File: src/rtl/gmds_cell_mem.sv
// Grid cell memory: one write port, one read port with registered data.
module gmds_cell_mem #(
    parameter int AW = 10
) (
    input  logic          i_clk,
    input  logic          i_we,
    input  logic [AW-1:0] i_waddr,
    input  logic [1:0]    i_wdata,
    input  logic          i_re,
    input  logic [AW-1:0] i_raddr,
    output logic [1:0]    o_rdata
);

    logic [1:0] mem [0:(1 << AW) - 1];
    logic [1:0] r_rdata;

    always_ff @(posedge i_clk) begin
        if (i_we) begin
            mem[i_waddr] <= i_wdata;
        end
    end

    always_ff @(posedge i_clk) begin
        if (i_re) begin
            r_rdata <= mem[i_raddr];
        end
    end

    assign o_rdata = r_rdata;

endmodule

File: config.mk
export PLATFORM = sky130hd
export DESIGN_NAME = gmds_cell_mem
export DESIGN_NICKNAME = d
export VERILOG_FILES = /design/src/rtl/gmds_cell_mem.sv
export SDC_FILE = /design/constraint.sdc
export NUM_CORES = 2
export LEC_CHECK = 0
export BUFFER_PORTS_ARGS = -buffer_cell sky130_fd_sc_hd__buf_2
export CAP_MARGIN = 10
export CELL_PAD_IN_SITES_DETAIL_PLACEMENT = 1
export CELL_PAD_IN_SITES_GLOBAL_PLACEMENT = 1
export CORE_UTILIZATION = 55
export CTS_BUF_LIST = sky130_fd_sc_hd__clkbuf_16
export DETAILED_ROUTE_END_ITERATION = 7
export PLACE_DENSITY_LB_ADDON = 0.1
export SYNTH_ARGS = -nofsm -noshare
export SYNTH_HDL_FRONTEND = slang
export SYNTH_SLANG_ARGS = --single-unit
File: constraint.sdc
create_clock -name i_clk -period 7.9 [get_ports i_clk]
set_clock_uncertainty 0.15 [all_clocks]
set_input_delay 1.975 -clock i_clk [delete_from_list [all_inputs] [get_ports i_clk]]
set_output_delay 1.975 -clock i_clk [all_outputs]
set_load 0.05 [all_outputs]
Word-level counts from Yosys, hierarchy flattened
Memory sizes are Yosys's and may differ from the RTL's. A register that Yosys moved wholly into a read port is not among the register bits.
Cells that the tools add are included.
Widths: inputs -> output; s select.

storage, ports and cells
  bits in registers = 0
  RAM bits = 2,048
  input port bits = 25
  memories = 1

cells by class
  muxes and demuxes = 2

memory list
  name  words  bits a word  read ports  clocked after memory_dff  write ports  line  source
  mem   1,024  2            1           1                         1            14    logic [1:0] mem [0:(1 << AW) - 1];

operators with widths
  cell    number
  $mux 1  2

Longest topological paths before layout
  depth after elaboration = 2
  depth in mapped cells = 15
  depth with buffers taken out = 8

Worst setup path after synthesis
No wires, ideal clock.

  path type = in2reg
  start point = input port i_raddr[0]
  end point = register r_rdata[1] (netlist: o_rdata[1]), read port of mem, data pin
  setup time = 277 ps
  arrival time = 4,197 ps
  path slack = 3,276 ps
  stages = 12
  path buffers = 5
  path through = buf_6 -> buf_12 -> buf_8 -> buf_6 -> buf_6 -> mux4_2 -> a221oi_1 -> o21ai_0 -> nor3_1 -> o31ai_1 -> o31ai_1 -> nand4_1

RTL lines
  item             line  source
  start, declared  10    input logic [AW-1:0] i_raddr,
  end, declared    15    logic [1:0] r_rdata;

==> results.py <==
metrics = {
    "timing": {
        "final_period_minus_worst_setup_slack_ns": 5.86,
        "fin_setup_tns_ns": 0,
        "hold_slack_ns": 1.10,
        "timing.final.hold_violations": 0,
        "final_min_period_over_clock_period_pct": 74.2,
        "timing.slew.headroom_pct": 12.6,
        "worst_pin_slew_ns": 1.30,
        "post-route-worst-setup-slack_ns": 2.04,
        "max_freq_mhz": 171,
        "timing.final.setup_violations": 0,
        "grt_setup_unrepaired": "false",
        "timing.final.max_slew_violations": 0,
    },
    "pwr": {
        "power_per_cell_area_nw_per_um2": 243,
        "share_comb_of_total_power_pct": 5.2,
        "clkPwrFrac_pct": 41.6,
        "p_leak_nw": 28.4,
        "power_frac_seq_pct": 53.2,
        "power.switching_mw": 4.95,
        "cell_internal_power_dissipation_mw": 17.6,
        "vdd.ir_drop.worst_uv": 231,
        "power_switching_share_pct": 22.0,
    },
    "synthesis": {
        "synth_area_um2": 83800,
        "syn-num-nets": 4818,
        "ys_seq_area_share_pct": 73.5,
        "ff_latch_count_synth": 2050,
        "netlist_instances": 4793,
        "number_of_flops_mapped_to_enable_cells_by_yosys": 2050,
        "synth_warnings": 0,
        "async_flop_share_pct": 0,
        "ys_types": 65,
        "synthesis.area_per_instance_um2": 17.5,
        "dominantRegCellSynth": "sky130_fd_sc_hd__edfxtp_1",
    },
    "global_route": {
        "met1_usage_pct": 45.8,
        "number_of_antenna_violations_at_the_first_check_in_global_routing": 9,
        "wire_length_of_the_first_global_routing_pass_um": 352000,
        "grt.overflow.total": 0,
        "groute.layer.met2.usage_pct": 52.2,
        "via_count_of_the_first_global_routing_pass": 48200,
        "gr-max-usage-layer": "met2",
        "met3_usage_pct": 6.00,
        "grt_max_degree": 236,
        "grtUsageTotal_pct": 32.6,
    },
    "cts": {
        "postCtsSetupRepairBufs": 0,
        "cts.htree.levels": 4,
        "postCtsHoldBufs": 0,
        "cts.clk_slew.worst_paths_ns": 0.06,
        "post_cts_resize_count": 0,
        "cts_sinks": 2050,
        "tritoncts": "yes",
        "clk_latency_ns": 0.84,
        "cts_max_path_buffers": 3,
        "cts_inserted_buffers": 205,
        "clock_tree.root_cell": "sky130_fd_sc_hd__clkbuf_16",
    },
    "routing": {
        "drt_pass1_iterations": 6,
        "wire_per_inst_um": 35.5,
        "vias": 46500,
        "ant_nets": 0,
        "remaining_drc_errors": 0,
        "routed_via_density": 6.68,
        "drtIter0Drc": 6223,
        "totalWireLength_um": 247000,
    },
    "worst_setup_path": {
        "worst-endpoint-arrival_ns": 6.41,
        "r2r_setup_slack_ns": 4.08,
        "timing.reg2reg.worst_path_depth": 8,
        "worst_ep_required_time_ns": 8.44,
        "crit_path_end_kind": "register",
        "worstSetupPathType": "in2reg",
        "timing.critical_path.from_type": "input pin",
        "worst_setup_path_endpoint": "o_rdata[0]",
        "crit_path_start": "i_raddr[0]",
        "r2r_end": "o_rdata[0]",
        "worstPathMaxFanout": 69,
        "timing.rr.start": "mem[695][0]",
    },
    "placed_design": {
        "place.gp.congestion": 0.838,
        "place_ws_ns": 1.23,
        "hpwlAfterDp_um": 135000,
        "port_buffers": 26,
    },
    "floorplan": {
        "row_count": 142,
        "die_width_um": 392,
        "boundaryPins": 27,
        "chipHeight_um": 392,
        "placeableCoreArea_um2": 150000,
        "die_ar_um2": 154000,
        "start_util_pct": 55.7,
    },
    "run_status": {
        "outcome": "finished clean",
    },
    "hold_path": {
        "hold_start": "mem[431][0]",
        "worstHoldPathType": "reg2reg",
    },
    "final_layout": {
        "flow.area_growth_from_synthesis_pct": 10.7,
        "finalCoreUtilization_pct": 61.6,
        "fin_nets": 4796,
        "layout-drive-gt1-share_pct": 19.3,
    },
    "run": {
        "maxCapViolCount": 0,
    },
}
-- registers in the layout (all words and copies together) (netlist names) --
signal	cells
mem	2048
o_rdata	2
-- placed cells by master, fill, tap and decap left out, types with 8 or more instances in the layout --
cell and n:
sky130_fd_sc_hd__nor2_1 1051, sky130_fd_sc_hd__a221oi_1 13, sky130_fd_sc_hd__a22oi_1 45, sky130_fd_sc_hd__a21oi_1 70, sky130_fd_sc_hd__clkinv_1 54, sky130_fd_sc_hd__bufinv_16 15
sky130_fd_sc_hd__nand4_1 13, sky130_fd_sc_hd__mux4_2 449, sky130_fd_sc_hd__o221ai_1 82, sky130_fd_sc_hd__buf_4 112, sky130_fd_sc_hd__edfxtp_1 2050, sky130_fd_sc_hd__nand3_4 24
sky130_fd_sc_hd__a22o_1 13, sky130_fd_sc_hd__a211oi_1 13, sky130_fd_sc_hd__nand2_1 90, sky130_fd_sc_hd__and3_1 8, sky130_fd_sc_hd__mux2_2 8, sky130_fd_sc_hd__nor2b_1 8
sky130_fd_sc_hd__buf_12 23, sky130_fd_sc_hd__clkbuf_16 206, sky130_fd_sc_hd__buf_2 19, sky130_fd_sc_hd__nor3_1 44, sky130_fd_sc_hd__o21ai_0 35, sky130_fd_sc_hd__inv_1 52
sky130_fd_sc_hd__mux2i_1 205, sky130_fd_sc_hd__nand3_1 15, sky130_fd_sc_hd__clkinv_2 39, sky130_fd_sc_hd__nor4_1 9, sky130_fd_sc_hd__o22ai_1 45
-- kinds of logic after synthesis --
| logic type | after synthesis | share of synthesized area (%) |
|---|---|---|
| muxes | 664 | 14.7 |
| buffers and inverters | 402 | 2.49 |
| and+or+nand+nor | 1324 | 6.40 |
| AOI/OAI and AO/OA | 353 | 2.98 |
| DFF | 2050 | 73.5 |
-- worst max-delay path, stage by stage --
cell and delay (ns):
sky130_fd_sc_hd__buf_8 0.66, sky130_fd_sc_hd__buf_12 0.40, sky130_fd_sc_hd__buf_12 0.39, sky130_fd_sc_hd__mux2i_1 0.16
sky130_fd_sc_hd__o221ai_1 0.35, sky130_fd_sc_hd__o22ai_1 0.17, sky130_fd_sc_hd__a2111oi_2 0.41, sky130_fd_sc_hd__o221ai_1 0.60
sky130_fd_sc_hd__nor4_1 0.80, sky130_fd_sc_hd__o22ai_1 0.16, sky130_fd_sc_hd__nand4_1 0.10
-- how the worst min path moves through the flow --
stage | to | slack, ns | depth (start not counted)
after floorplan | o_rdata[0] | 0.74 | 6
after global placement | o_rdata[0] | 1.16 | 6
after detailed placement | o_rdata[0] | 1.12 | 6
after CTS | o_rdata[0] | 1.11 | 6
after global routing | o_rdata[0] | 1.19 | 6
final | o_rdata[0] | 1.10 | 6
-- cell usage after synthesis (all sizes together) (4+ instances only) --
library cell / number / area (um2)
a211oi: 13 / 97.6
a21oi: 70 / 350
a221oi: 13 / 114
a22o: 13 / 114
a22oi: 45 / 338
a31oi: 7 / 43.8
and2: 6 / 37.5
and3: 8 / 50.1
buf: 157 / 1160
clkbuf: 239 / 897
edfxtp: 2050 / 61600
inv: 5 / 18.8
mux2: 10 / 113
mux2i: 205 / 2050
mux4: 449 / 10100
nand2: 96 / 360
nand2b: 8 / 50.1
nand3: 39 / 195
nand3b: 4 / 30.0
nand4: 13 / 81.3
nor2: 1054 / 3960
nor2b: 13 / 81.3
nor3: 45 / 225
nor3b: 10 / 75.1
nor4: 10 / 68.8
o21ai: 36 / 180
o221ai: 83 / 733
o22ai: 45 / 282
o311ai: 4 / 35.0
o31ai: 5 / 37.5
-- layer usage --
metal	vias to the layer above	wire length, um
met4	10	8030
met3	410	22600
met2	2327	120000
met5	-	77
met1	24900	96700
li1	18800	-
-- power groups by stage --
| stage | registers, mW | logic, mW | clock network [mW] |
|---|---|---|---|
| after detailed placement | 12.2 | 1.15 | 0 |
| after CTS | 12.0 | 1.15 | 9.44 |
| after global placement | 12.2 | 1.13 | 0 |
| final | 12.0 | 1.16 | 9.36 |
| after global routing | 12.0 | 1.21 | 9.80 |
| after floorplan | 12.2 | 0.625 | 0 |
-- metrics by stage --
| stage | cells | total power, mW | area (um2) |
|---|---|---|---|
| 2_1_floorplan | 4793 | 12.8 | 83800 |
| 3_3_place_gp | 6571 | 13.3 | 86100 |
| 3_5_place_dp | 6572 | 13.4 | 86100 |
| 4_1_cts | 6949 | 22.6 | 92500 |
| 5_1_grt | 6957 | 23.0 | 92700 |
| 6_report | 6960 | 22.5 | 92700 |
-- area by class of cell --
| type | instances | area [um2] |
|---|---|---|
| inverters | 6 | 26.3 |
| flip-flops and latches | 2050 | 61600 |
| clock inverters | 171 | 1230 |
| well taps | 2016 | 2520 |
| diodes | 3 | 7.51 |
| fillers | 12900 | 57800 |
| clock buffers | 206 | 5150 |
| multi-input cells | 2341 | 20500 |
| repair buffers | 167 | 1680 |
Note: power is estimated with default switching activity, not from simulation.
