`src/rtl/gmds_pkg.sv`:
```
// Shared types, codes and the microprogram table of the grid maze solver.
package gmds_pkg;

    // Cell marks held in the grid memory
    localparam logic [1:0] MARK_OPEN = 2'd0;
    localparam logic [1:0] MARK_WALL = 2'd1;
    localparam logic [1:0] MARK_PATH = 2'd2;

    // Item kinds carried on tuser
    localparam logic [1:0] KIND_WRITE = 2'd0;
    localparam logic [1:0] KIND_SOLVE = 2'd1;
    localparam logic [1:0] KIND_READ  = 2'd2;
    localparam logic [1:0] KIND_NONE  = 2'd3;

    // Configuration register indexes
    localparam logic CFG_ROWS = 1'b0;
    localparam logic CFG_COLS = 1'b1;

    typedef logic [3:0] t_step;

    // Microprogram addresses
    localparam t_step S_CLEAR    = 4'd0;
    localparam t_step S_IDLE     = 4'd1;
    localparam t_step S_WRITE    = 4'd2;
    localparam t_step S_READ     = 4'd3;
    localparam t_step S_READ_OUT = 4'd4;
    localparam t_step S_NOP      = 4'd5;
    localparam t_step S_INIT     = 4'd6;
    localparam t_step S_EXAM     = 4'd7;
    localparam t_step S_STEP     = 4'd8;
    localparam t_step S_TEST     = 4'd9;
    localparam t_step S_MARK     = 4'd10;
    localparam t_step S_PUSH     = 4'd11;
    localparam t_step S_BACK     = 4'd12;
    localparam t_step S_POPW     = 4'd13;
    localparam t_step S_OK       = 4'd14;
    localparam t_step S_FAIL     = 4'd15;

    typedef enum logic [3:0] {
        C_NEXT,
        C_JUMP,
        C_DISPATCH,
        C_GOAL_START,
        C_DIR_DONE,
        C_NO_NBR,
        C_BLOCKED,
        C_AT_GOAL,
        C_LAST,
        C_CLR_MORE
    } t_cond;

    typedef enum logic [2:0] {
        G_NONE,
        G_WR_IN,
        G_RD_IN,
        G_RD_TGT,
        G_WR_PATH_START,
        G_WR_PATH_TGT,
        G_WR_OPEN_CUR,
        G_WR_OPEN_CLR
    } t_grid_op;

    typedef enum logic [2:0] {
        D_NONE,
        D_INIT,
        D_ADV,
        D_PUSH,
        D_POP,
        D_LOAD,
        D_DONE,
        D_CLR
    } t_dp_op;

    typedef enum logic [1:0] {
        R_ZERO,
        R_MARK,
        R_FOUND
    } t_res_sel;

    typedef struct packed {
        logic     in_ready;
        logic     emit;
        t_res_sel res_sel;
        t_grid_op grid_op;
        t_dp_op   dp_op;
        t_cond    cond;
        t_step    target;
    } t_ctrl;

    typedef struct packed {
        logic goal_start;
        logic dir_done;
        logic no_nbr;
        logic blocked;
        logic at_goal;
        logic last_frame;
        logic clr_more;
    } t_status;

    function automatic t_ctrl cw(input logic rdy, input logic emit, input t_res_sel res,
                                 input t_grid_op g, input t_dp_op d, input t_cond c,
                                 input t_step tgt);
        t_ctrl w;
        w.in_ready = rdy;
        w.emit     = emit;
        w.res_sel  = res;
        w.grid_op  = g;
        w.dp_op    = d;
        w.cond     = c;
        w.target   = tgt;
        return w;
    endfunction

    // Control store: one word per step
    function automatic t_ctrl rom_word(input t_step s);
        t_ctrl w;
        unique case (s)
            S_CLEAR:    w = cw(1'b0, 1'b0, R_ZERO,  G_WR_OPEN_CLR,   D_CLR,  C_CLR_MORE,   S_CLEAR);
            S_IDLE:     w = cw(1'b1, 1'b0, R_ZERO,  G_NONE,          D_NONE, C_DISPATCH,   S_IDLE);
            S_WRITE:    w = cw(1'b0, 1'b1, R_ZERO,  G_WR_IN,         D_NONE, C_JUMP,       S_IDLE);
            S_READ:     w = cw(1'b0, 1'b0, R_ZERO,  G_RD_IN,         D_NONE, C_NEXT,       S_IDLE);
            S_READ_OUT: w = cw(1'b0, 1'b1, R_MARK,  G_NONE,          D_NONE, C_JUMP,       S_IDLE);
            S_NOP:      w = cw(1'b0, 1'b1, R_ZERO,  G_NONE,          D_NONE, C_JUMP,       S_IDLE);
            S_INIT:     w = cw(1'b0, 1'b0, R_ZERO,  G_WR_PATH_START, D_INIT, C_GOAL_START, S_OK);
            S_EXAM:     w = cw(1'b0, 1'b0, R_ZERO,  G_NONE,          D_NONE, C_DIR_DONE,   S_BACK);
            S_STEP:     w = cw(1'b0, 1'b0, R_ZERO,  G_RD_TGT,        D_ADV,  C_NO_NBR,     S_EXAM);
            S_TEST:     w = cw(1'b0, 1'b0, R_ZERO,  G_NONE,          D_NONE, C_BLOCKED,    S_EXAM);
            S_MARK:     w = cw(1'b0, 1'b0, R_ZERO,  G_WR_PATH_TGT,   D_NONE, C_AT_GOAL,    S_OK);
            S_PUSH:     w = cw(1'b0, 1'b0, R_ZERO,  G_NONE,          D_PUSH, C_JUMP,       S_EXAM);
            S_BACK:     w = cw(1'b0, 1'b0, R_ZERO,  G_WR_OPEN_CUR,   D_POP,  C_LAST,       S_FAIL);
            S_POPW:     w = cw(1'b0, 1'b0, R_ZERO,  G_NONE,          D_LOAD, C_JUMP,       S_EXAM);
            S_OK:       w = cw(1'b0, 1'b1, R_FOUND, G_NONE,          D_DONE, C_JUMP,       S_IDLE);
            S_FAIL:     w = cw(1'b0, 1'b1, R_ZERO,  G_NONE,          D_DONE, C_JUMP,       S_IDLE);
            default:    w = cw(1'b0, 1'b0, R_ZERO,  G_NONE,          D_NONE, C_JUMP,       S_IDLE);
        endcase
        return w;
    endfunction

endpackage

```
`src/rtl/gmds_sequencer.sv`:
```
// Microprogram sequencer: step counter, control store and jump logic.
module gmds_sequencer (
    input  logic              i_clk,
    input  logic              i_rst_n,
    input  logic              i_in_valid,
    input  logic [1:0]        i_kind,
    input  logic              i_out_free,
    input  gmds_pkg::t_status i_status,
    output gmds_pkg::t_ctrl   o_ctrl,
    output logic              o_fire
);

    gmds_pkg::t_step r_step;
    gmds_pkg::t_step n_step;
    gmds_pkg::t_step step_inc;
    gmds_pkg::t_step dispatch;
    gmds_pkg::t_ctrl ctrl;
    logic            hold;
    logic            flag;

    assign ctrl     = gmds_pkg::rom_word(r_step);
    assign step_inc = r_step + 4'd1;

    // Stall on an empty input in the idle step, or on a full result slot
    assign hold   = (ctrl.in_ready && !i_in_valid) || (ctrl.emit && !i_out_free);
    assign o_fire = !hold;
    assign o_ctrl = ctrl;

    always_comb begin
        unique case (i_kind)
            gmds_pkg::KIND_WRITE: dispatch = gmds_pkg::S_WRITE;
            gmds_pkg::KIND_SOLVE: dispatch = gmds_pkg::S_INIT;
            gmds_pkg::KIND_READ:  dispatch = gmds_pkg::S_READ;
            gmds_pkg::KIND_NONE:  dispatch = gmds_pkg::S_NOP;
            default:              dispatch = gmds_pkg::S_NOP;
        endcase
    end

    always_comb begin
        unique case (ctrl.cond)
            gmds_pkg::C_GOAL_START: flag = i_status.goal_start;
            gmds_pkg::C_DIR_DONE:   flag = i_status.dir_done;
            gmds_pkg::C_NO_NBR:     flag = i_status.no_nbr;
            gmds_pkg::C_BLOCKED:    flag = i_status.blocked;
            gmds_pkg::C_AT_GOAL:    flag = i_status.at_goal;
            gmds_pkg::C_LAST:       flag = i_status.last_frame;
            gmds_pkg::C_CLR_MORE:   flag = i_status.clr_more;
            default:                flag = 1'b0;
        endcase
    end

    always_comb begin
        unique case (ctrl.cond)
            gmds_pkg::C_NEXT:     n_step = step_inc;
            gmds_pkg::C_JUMP:     n_step = ctrl.target;
            gmds_pkg::C_DISPATCH: n_step = dispatch;
            default:              n_step = flag ? ctrl.target : step_inc;
        endcase
    end

    always_ff @(posedge i_clk) begin
        if (!i_rst_n) begin
            r_step <= gmds_pkg::S_CLEAR;
        end else if (!hold) begin
            r_step <= n_step;
        end
    end

endmodule

```
`config.mk`:
```
export PLATFORM = sky130hd
export DESIGN_NAME = gmds_sequencer
export DESIGN_NICKNAME = d
export VERILOG_FILES = /design/src/rtl/gmds_pkg.sv /design/src/rtl/gmds_sequencer.sv
export SDC_FILE = /design/constraint.sdc
export NUM_CORES = 1
export LEC_CHECK = 0
export BUFFER_PORTS_ARGS = -buffer_cell sky130_fd_sc_hd__buf_2
export CAP_MARGIN = 20
export CORE_MARGIN = 2
export CORE_UTILIZATION = 45
export CTS_CLUSTER_DIAMETER = 150
export DETAILED_ROUTE_END_ITERATION = 10
export GPL_ROUTABILITY_DRIVEN = 0
export PLACE_DENSITY = 0.75
export SYNTH_ARGS = -nofsm -noshare
export SYNTH_HDL_FRONTEND = slang
export SYNTH_SLANG_ARGS = --single-unit
export TNS_END_PERCENT = 50
```
`constraint.sdc`:
```
create_clock -name i_clk -period 3.4 [get_ports i_clk]
set_input_delay 0.68 -clock i_clk [delete_from_list [all_inputs] [get_ports i_clk]]
set_output_delay 0.68 -clock i_clk [all_outputs]
set_load 0.02 [all_outputs]
```
### After elaboration in Yosys (flattened, before gate mapping)

Memory sizes are Yosys's and may differ from the RTL's. A register that Yosys moved wholly into a read port is not among the register bits.
Index checks and enable logic that the tools add are counted.
W data, S select, Z words.

| word-level totals | value |
|---|---|
| bits of input ports | 13 |
| memory bits (writable) | 0 |
| output and inout bits | 19 |
| word-level logic and storage cells | 29 |
| ROM bits | 288 |
| bits in latches | 0 |
| memories kept | 1 |
| register bits | 4 |

Memory list:

| memory | depth | width | rd ports | clocked after memory_dff | write ports | RTL line | source |
|---|---|---|---|---|---|---|---|
| (name not given) | 16 | 18 | 1 | 1 | 0 | gmds_pkg.sv:117 | `unique case (s)` |

| operators by class | value |
|---|---|
| bitwise logic cells | 0 |
| magnitude comparators | 0 |
| shifts and indexed selects | 0 |
| divide/modulo/power cells | 0 |
| $add $sub $neg | 1 |
| muxes and demuxes | 6 |
| reductions and logical operators | 8 |
| multiply operators | 0 |
| equality and inequality tests | 12 |

Operator list:

| operator | count |
|---|---|
| $eq A4 B3 Y1 const B | 4 |
| $pmux W4 S4 | 1 |
| $mux W4 | 3 |
| $pmux W4 S3 | 1 |
| $eq A4 B2 Y1 const B | 2 |
| $eq A4 B4 Y1 const B | 2 |
| $pmux W1 S7 | 1 |
| $add A4 B1 Y4 const B | 1 |
| $eq A2 B2 Y1 const B | 2 |
| $eq A4 B1 Y1 const B | 1 |
| $logic_not A4 Y1 | 1 |
| $logic_not A1 Y1 | 3 |
| $eq A2 B1 Y1 const B | 1 |
| $logic_and A1 B1 Y1 | 2 |
| $logic_not A2 Y1 | 1 |
| $logic_or A1 B1 Y1 | 1 |

### Longest topological paths before layout

| depth | value |
|---|---|
| depth in word-level cells | 6 |
| depth in mapped cells | 12 |
| mapped depth without buffers | 12 |

### Worst setup path before layout

No wires, ideal clock.

| path | value |
|---|---|
| path kind | input to register |
| start | input i_status[5] (netlist bit) |
| end | register o_ctrl[8] (netlist name) |
| path buffers | 0 |
| arrival time | 2897 ps |
| required time | 3269 ps |
| cell stages on the path | 10 |
| setup slack | 372 ps |
| library setup time | 131 ps |
| cell sequence | mux2_4 a22o_1 nor2_1 mux2_1 o221ai_2 nor2b_1 ha_1 mux2_1 o22ai_1 a22oi_2 |

| on the way | value |
|---|---|
| word-level cells in the longest chain between the ends | 5 |

RTL lines:

| item | RTL line | source |
|---|---|---|
| from (decl) | gmds_sequencer.sv:8 | `input gmds_pkg::t_status i_status,` |
| $pmux W1 S7 | gmds_sequencer.sv:40 | `unique case (ctrl.cond)` |
| $mux W4 | gmds_sequencer.sv:57 | `default: n_step = flag ? ctrl.target : step_inc;` |
| $pmux W4 S3 | gmds_sequencer.sv:53 | `unique case (ctrl.cond)` |
| $mux W4 (no source line) (2 in series) | - |  |

Every way passes these cells.
A chain may end at the register's enable or synchronous reset.

### Worst setup path after layout

| path | value |
|---|---|
| start | register o_ctrl[5] (netlist name) |
| end | register o_ctrl[8] (netlist name) |

| on the way | value |
|---|---|
| word-level cells in the longest chain between the ends | 6 |
| elaborated cells between the ends (all ways) | 15 |
| classes of those cells | eq/ne (9); mux (5); reduce/logical (1) |

RTL lines:

| item | RTL line |
|---|---|
| $eq A4 B4 Y1, or another cell as far along | gmds_sequencer.sv:40 |
| $pmux W1 S7 | gmds_sequencer.sv:40 |
| $mux W4 | gmds_sequencer.sv:57 |
| $pmux W4 S3 (*) | gmds_sequencer.sv:53 |
| $mux W4 (no source line) (*) (2 in series) | - |

Mark *: on every way between the ends. The rest lies on a longest branch, timed or not.

==> results.json <==
{
  "worstPathRequired_ns": 3.60,
  "initial_core_util": 0.483,
  "synth_cells": 147,
  "synth.cell_area_um2": 1360,
  "first_pass_iters": 8,
  "wire_per_inst_um": 15.0,
  "drt-total-wl_um": 3160,
  "vias_per_cell": 5.89,
  "route.detailed.drc": 4,
  "grt_util_all_layers": 0.189,
  "ios": 32,
  "coreArea_um2": 2810,
  "start_kind": "register",
  "leakage_nw": 0.694,
  "ys_warn_count": 0,
  "async_flop_share": 0,
  "cts_root_buf": "clkbuf_4",
  "p_per_area_nw_per_um2": 1220,
  "cp_max_fo": 16,
  "drt_iter0_drc": 137,
  "slew_headroom": 0.604,
  "tritoncts": "done",
  "antenna_found_initial": 0,
  "ant_nets": 0,
  "clk-insertion-delay-late_ns": 0.30,
  "outcome": "finished with violations",
  "fin_setup_tns_ns": 0,
  "finalSetupViolCount": 0,
  "fmax_ghz": 0.333,
  "finClkSkew_ns": 0.00359,
  "htree_levels": 1,
  "ys_seq_area_frac": 0.325,
  "synth_edf_count": 0,
  "syn_nets": 169,
  "vias": 1236,
  "antenna_cells": 0,
  "dieArea_um2": 3470,
  "clk_pin_slew_ns": 0.12,
  "synth_ff_type": "dfxtp_1",
  "crit_path_end_kind": "register",
  "syn_to_final_growth_pct": 15.8,
  "num-fill-cells": 251,
  "cts_hold_buffers": 0,
  "clock_path_buffers": 2,
  "grt_pass1_vias": 1130,
  "io_buffer_count": 31,
  "maxCapViolCount": 0,
  "multiInputGateArea_um2": 841,
  "die_x_um": 58.9,
  "hpwl_um": 2400,
  "cp.arrival_ns": 3.20,
  "crit_type": "register to register",
  "drive_gt1_frac": 0.302,
  "ff_latch_area_um2": 442,
  "syn_avg_cell_area_um2": 9.22,
  "violations": "DRC",
  "hold_viol_final": 0,
  "cts.sinks": 22,
  "numCtsBuffers": 3,
  "hp-class": "register to register",
  "fin_crit_sh": 0.884,
  "grt_max_degree": 17,
  "placed_area_um2": 1530,
  "final_nets": 202,
  "final_cell_area_um2": 1570,
  "rsz0062_at_grt": "no",
  "grt_overflow": 0,
  "ys_seq_elements": 22,
  "post-route-min-period_ns": 3.01,
  "grt_pass1_wl_um": 5060,
  "report.final.slew_viol_count": 0,
  "rows": 19,
  "ir_drop_mv": 0.548,
  "synth_cell_types": 49,
  "tightestPinTransition_ns": 0.592,
  "chipHeight_um": 58.9
}
==> cells in the final DEF, fill, tap and decap left out, drive strengths merged, types with 2 or more instances in the layout <==
| cell type | n |
|---|---|
| a22oi | 2 |
| dfxtp | 22 |
| nand3b | 2 |
| o221a | 2 |
| mux2 | 3 |
| and3 | 2 |
| ha | 9 |
| clkbuf | 4 |
| and2 | 5 |
| nand2b | 4 |
| or2 | 3 |
| nor2 | 10 |
| o31a | 2 |
| a22o | 6 |
| a41oi | 2 |
| nand2 | 7 |
| nor3 | 3 |
| o22ai | 6 |
| nor2b | 5 |
| o21ai | 8 |
| o21a | 4 |
| nand3 | 3 |
| mux2i | 4 |
| buf | 34 |
| inv | 8 |
| a21oi | 3 |
==> cells in the mapped netlist, drive strengths merged, types with 4 or more instances <==
library cell | instances | area share
dfxtp | 22 | 0.33
nor2 | 10 | 0.033
ha | 9 | 0.083
inv | 8 | 0.022
o21ai | 8 | 0.030
nand2 | 7 | 0.025
a22o | 6 | 0.039
o22ai | 6 | 0.032
and2 | 5 | 0.023
nor2b | 5 | 0.023
buf | 4 | 0.024
mux2i | 4 | 0.030
nand2b | 4 | 0.018
o21a | 4 | 0.022
==> layer usage <==
metal | vias to the layer above | track usage | share of wire
met4 | 0 | 0.0682 | 0.0089
met5 | - | 0 | 0
met3 | 6 | 0.0286 | 0.084
met1 | 576 | 0.244 | 0.42
met2 | 55 | 0.321 | 0.48
li1 | 599 | - | -
==> layout make-up <==
| cell class | instances | area share |
|---|---|---|
| Timing Repair Buffer | 34 | 0.113 |
| Clock buffer | 4 | 0.0231 |
| Multi-Input combinational cell | 110 | 0.536 |
| Inverter | 9 | 0.0215 |
| Sequential cell | 22 | 0.282 |
| Tap cell | 31 | 0.0247 |
==> worst paths after layout <==
check	from	to	slack [ns]	cells past startpoint
setup / recovery	o_ctrl[5]	o_ctrl[8]	0.39	11
hold / removal	r_step[0]	r_step[0]	0.66	1
setup reg to reg	o_ctrl[5]	o_ctrl[8]	0.39	11
hold reg to reg	r_step[0]	r_step[0]	0.66	1
==> power by group <==
group	leakage, nW	internal [mW]	switching [mW]
clock network	0.0210	0.0653	0.0746
logic	0.490	0.542	0.771
registers	0.183	0.373	0.0884
total	0.694	0.980	0.934
==> sequential cells by signal, indices dropped and copies added (netlist names) <==
name / cells
o_ctrl: 18
r_step: 4
==> logic make-up (layout without fill, tap and decap cells) <==
| group | count (synthesis) | after routing | share of synthesized area |
|---|---|---|---|
| AO/OA/AOI/OAI | 44 | 44 | 0.264 |
| XOR/XNOR | 2 | 2 | 0.0129 |
| adder cells (fa/ha/maj) | 9 | 9 | 0.0831 |
| buffers and inverters | 15 | 47 | 0.0545 |
| flip-flops | 22 | 22 | 0.325 |
| multiplexers | 7 | 7 | 0.0572 |
| AND/OR/NAND/NOR | 48 | 48 | 0.203 |
==> critical path, stage by stage, from the launching register on <==
cell,delay [ns]
dfxtp_2,0.50
mux2_4,0.33
a22o_1,0.28
nor2_1,0.17
mux2_1,0.19
o221ai_2,0.13
nor2b_1,0.33
inv_1,0.17
ha_1,0.25
mux2_1,0.30
o22ai_1,0.19
a22oi_2,0.06
==> metrics by stage <==
| stage | std cells | hold slack, ns | power [mW] | setup slack (ns) | utilization |
|---|---|---|---|---|---|
| detailed placement | 206 | 0.642 | 1.76 | 0.175 | 0.546 |
| global placement | 206 | 0.635 | 1.73 | 0.232 | 0.546 |
| floorplan | 147 | 0.585 | 1.45 | 0.372 | - |
| CTS | 210 | 0.662 | 1.91 | 0.234 | 0.559 |
| global route | 210 | 0.692 | 2.06 | 0.144 | 0.559 |
| finish | 210 | 0.660 | 1.91 | 0.395 | 0.559 |
==> repair_timing <==
item,in CTS,in global routing
resized for setup,0,1
setup buffers,0,0
endpoints found under the hold margin,0,0
endpoints found under the setup margin,0,2
Power figures use the tool's default switching activity.
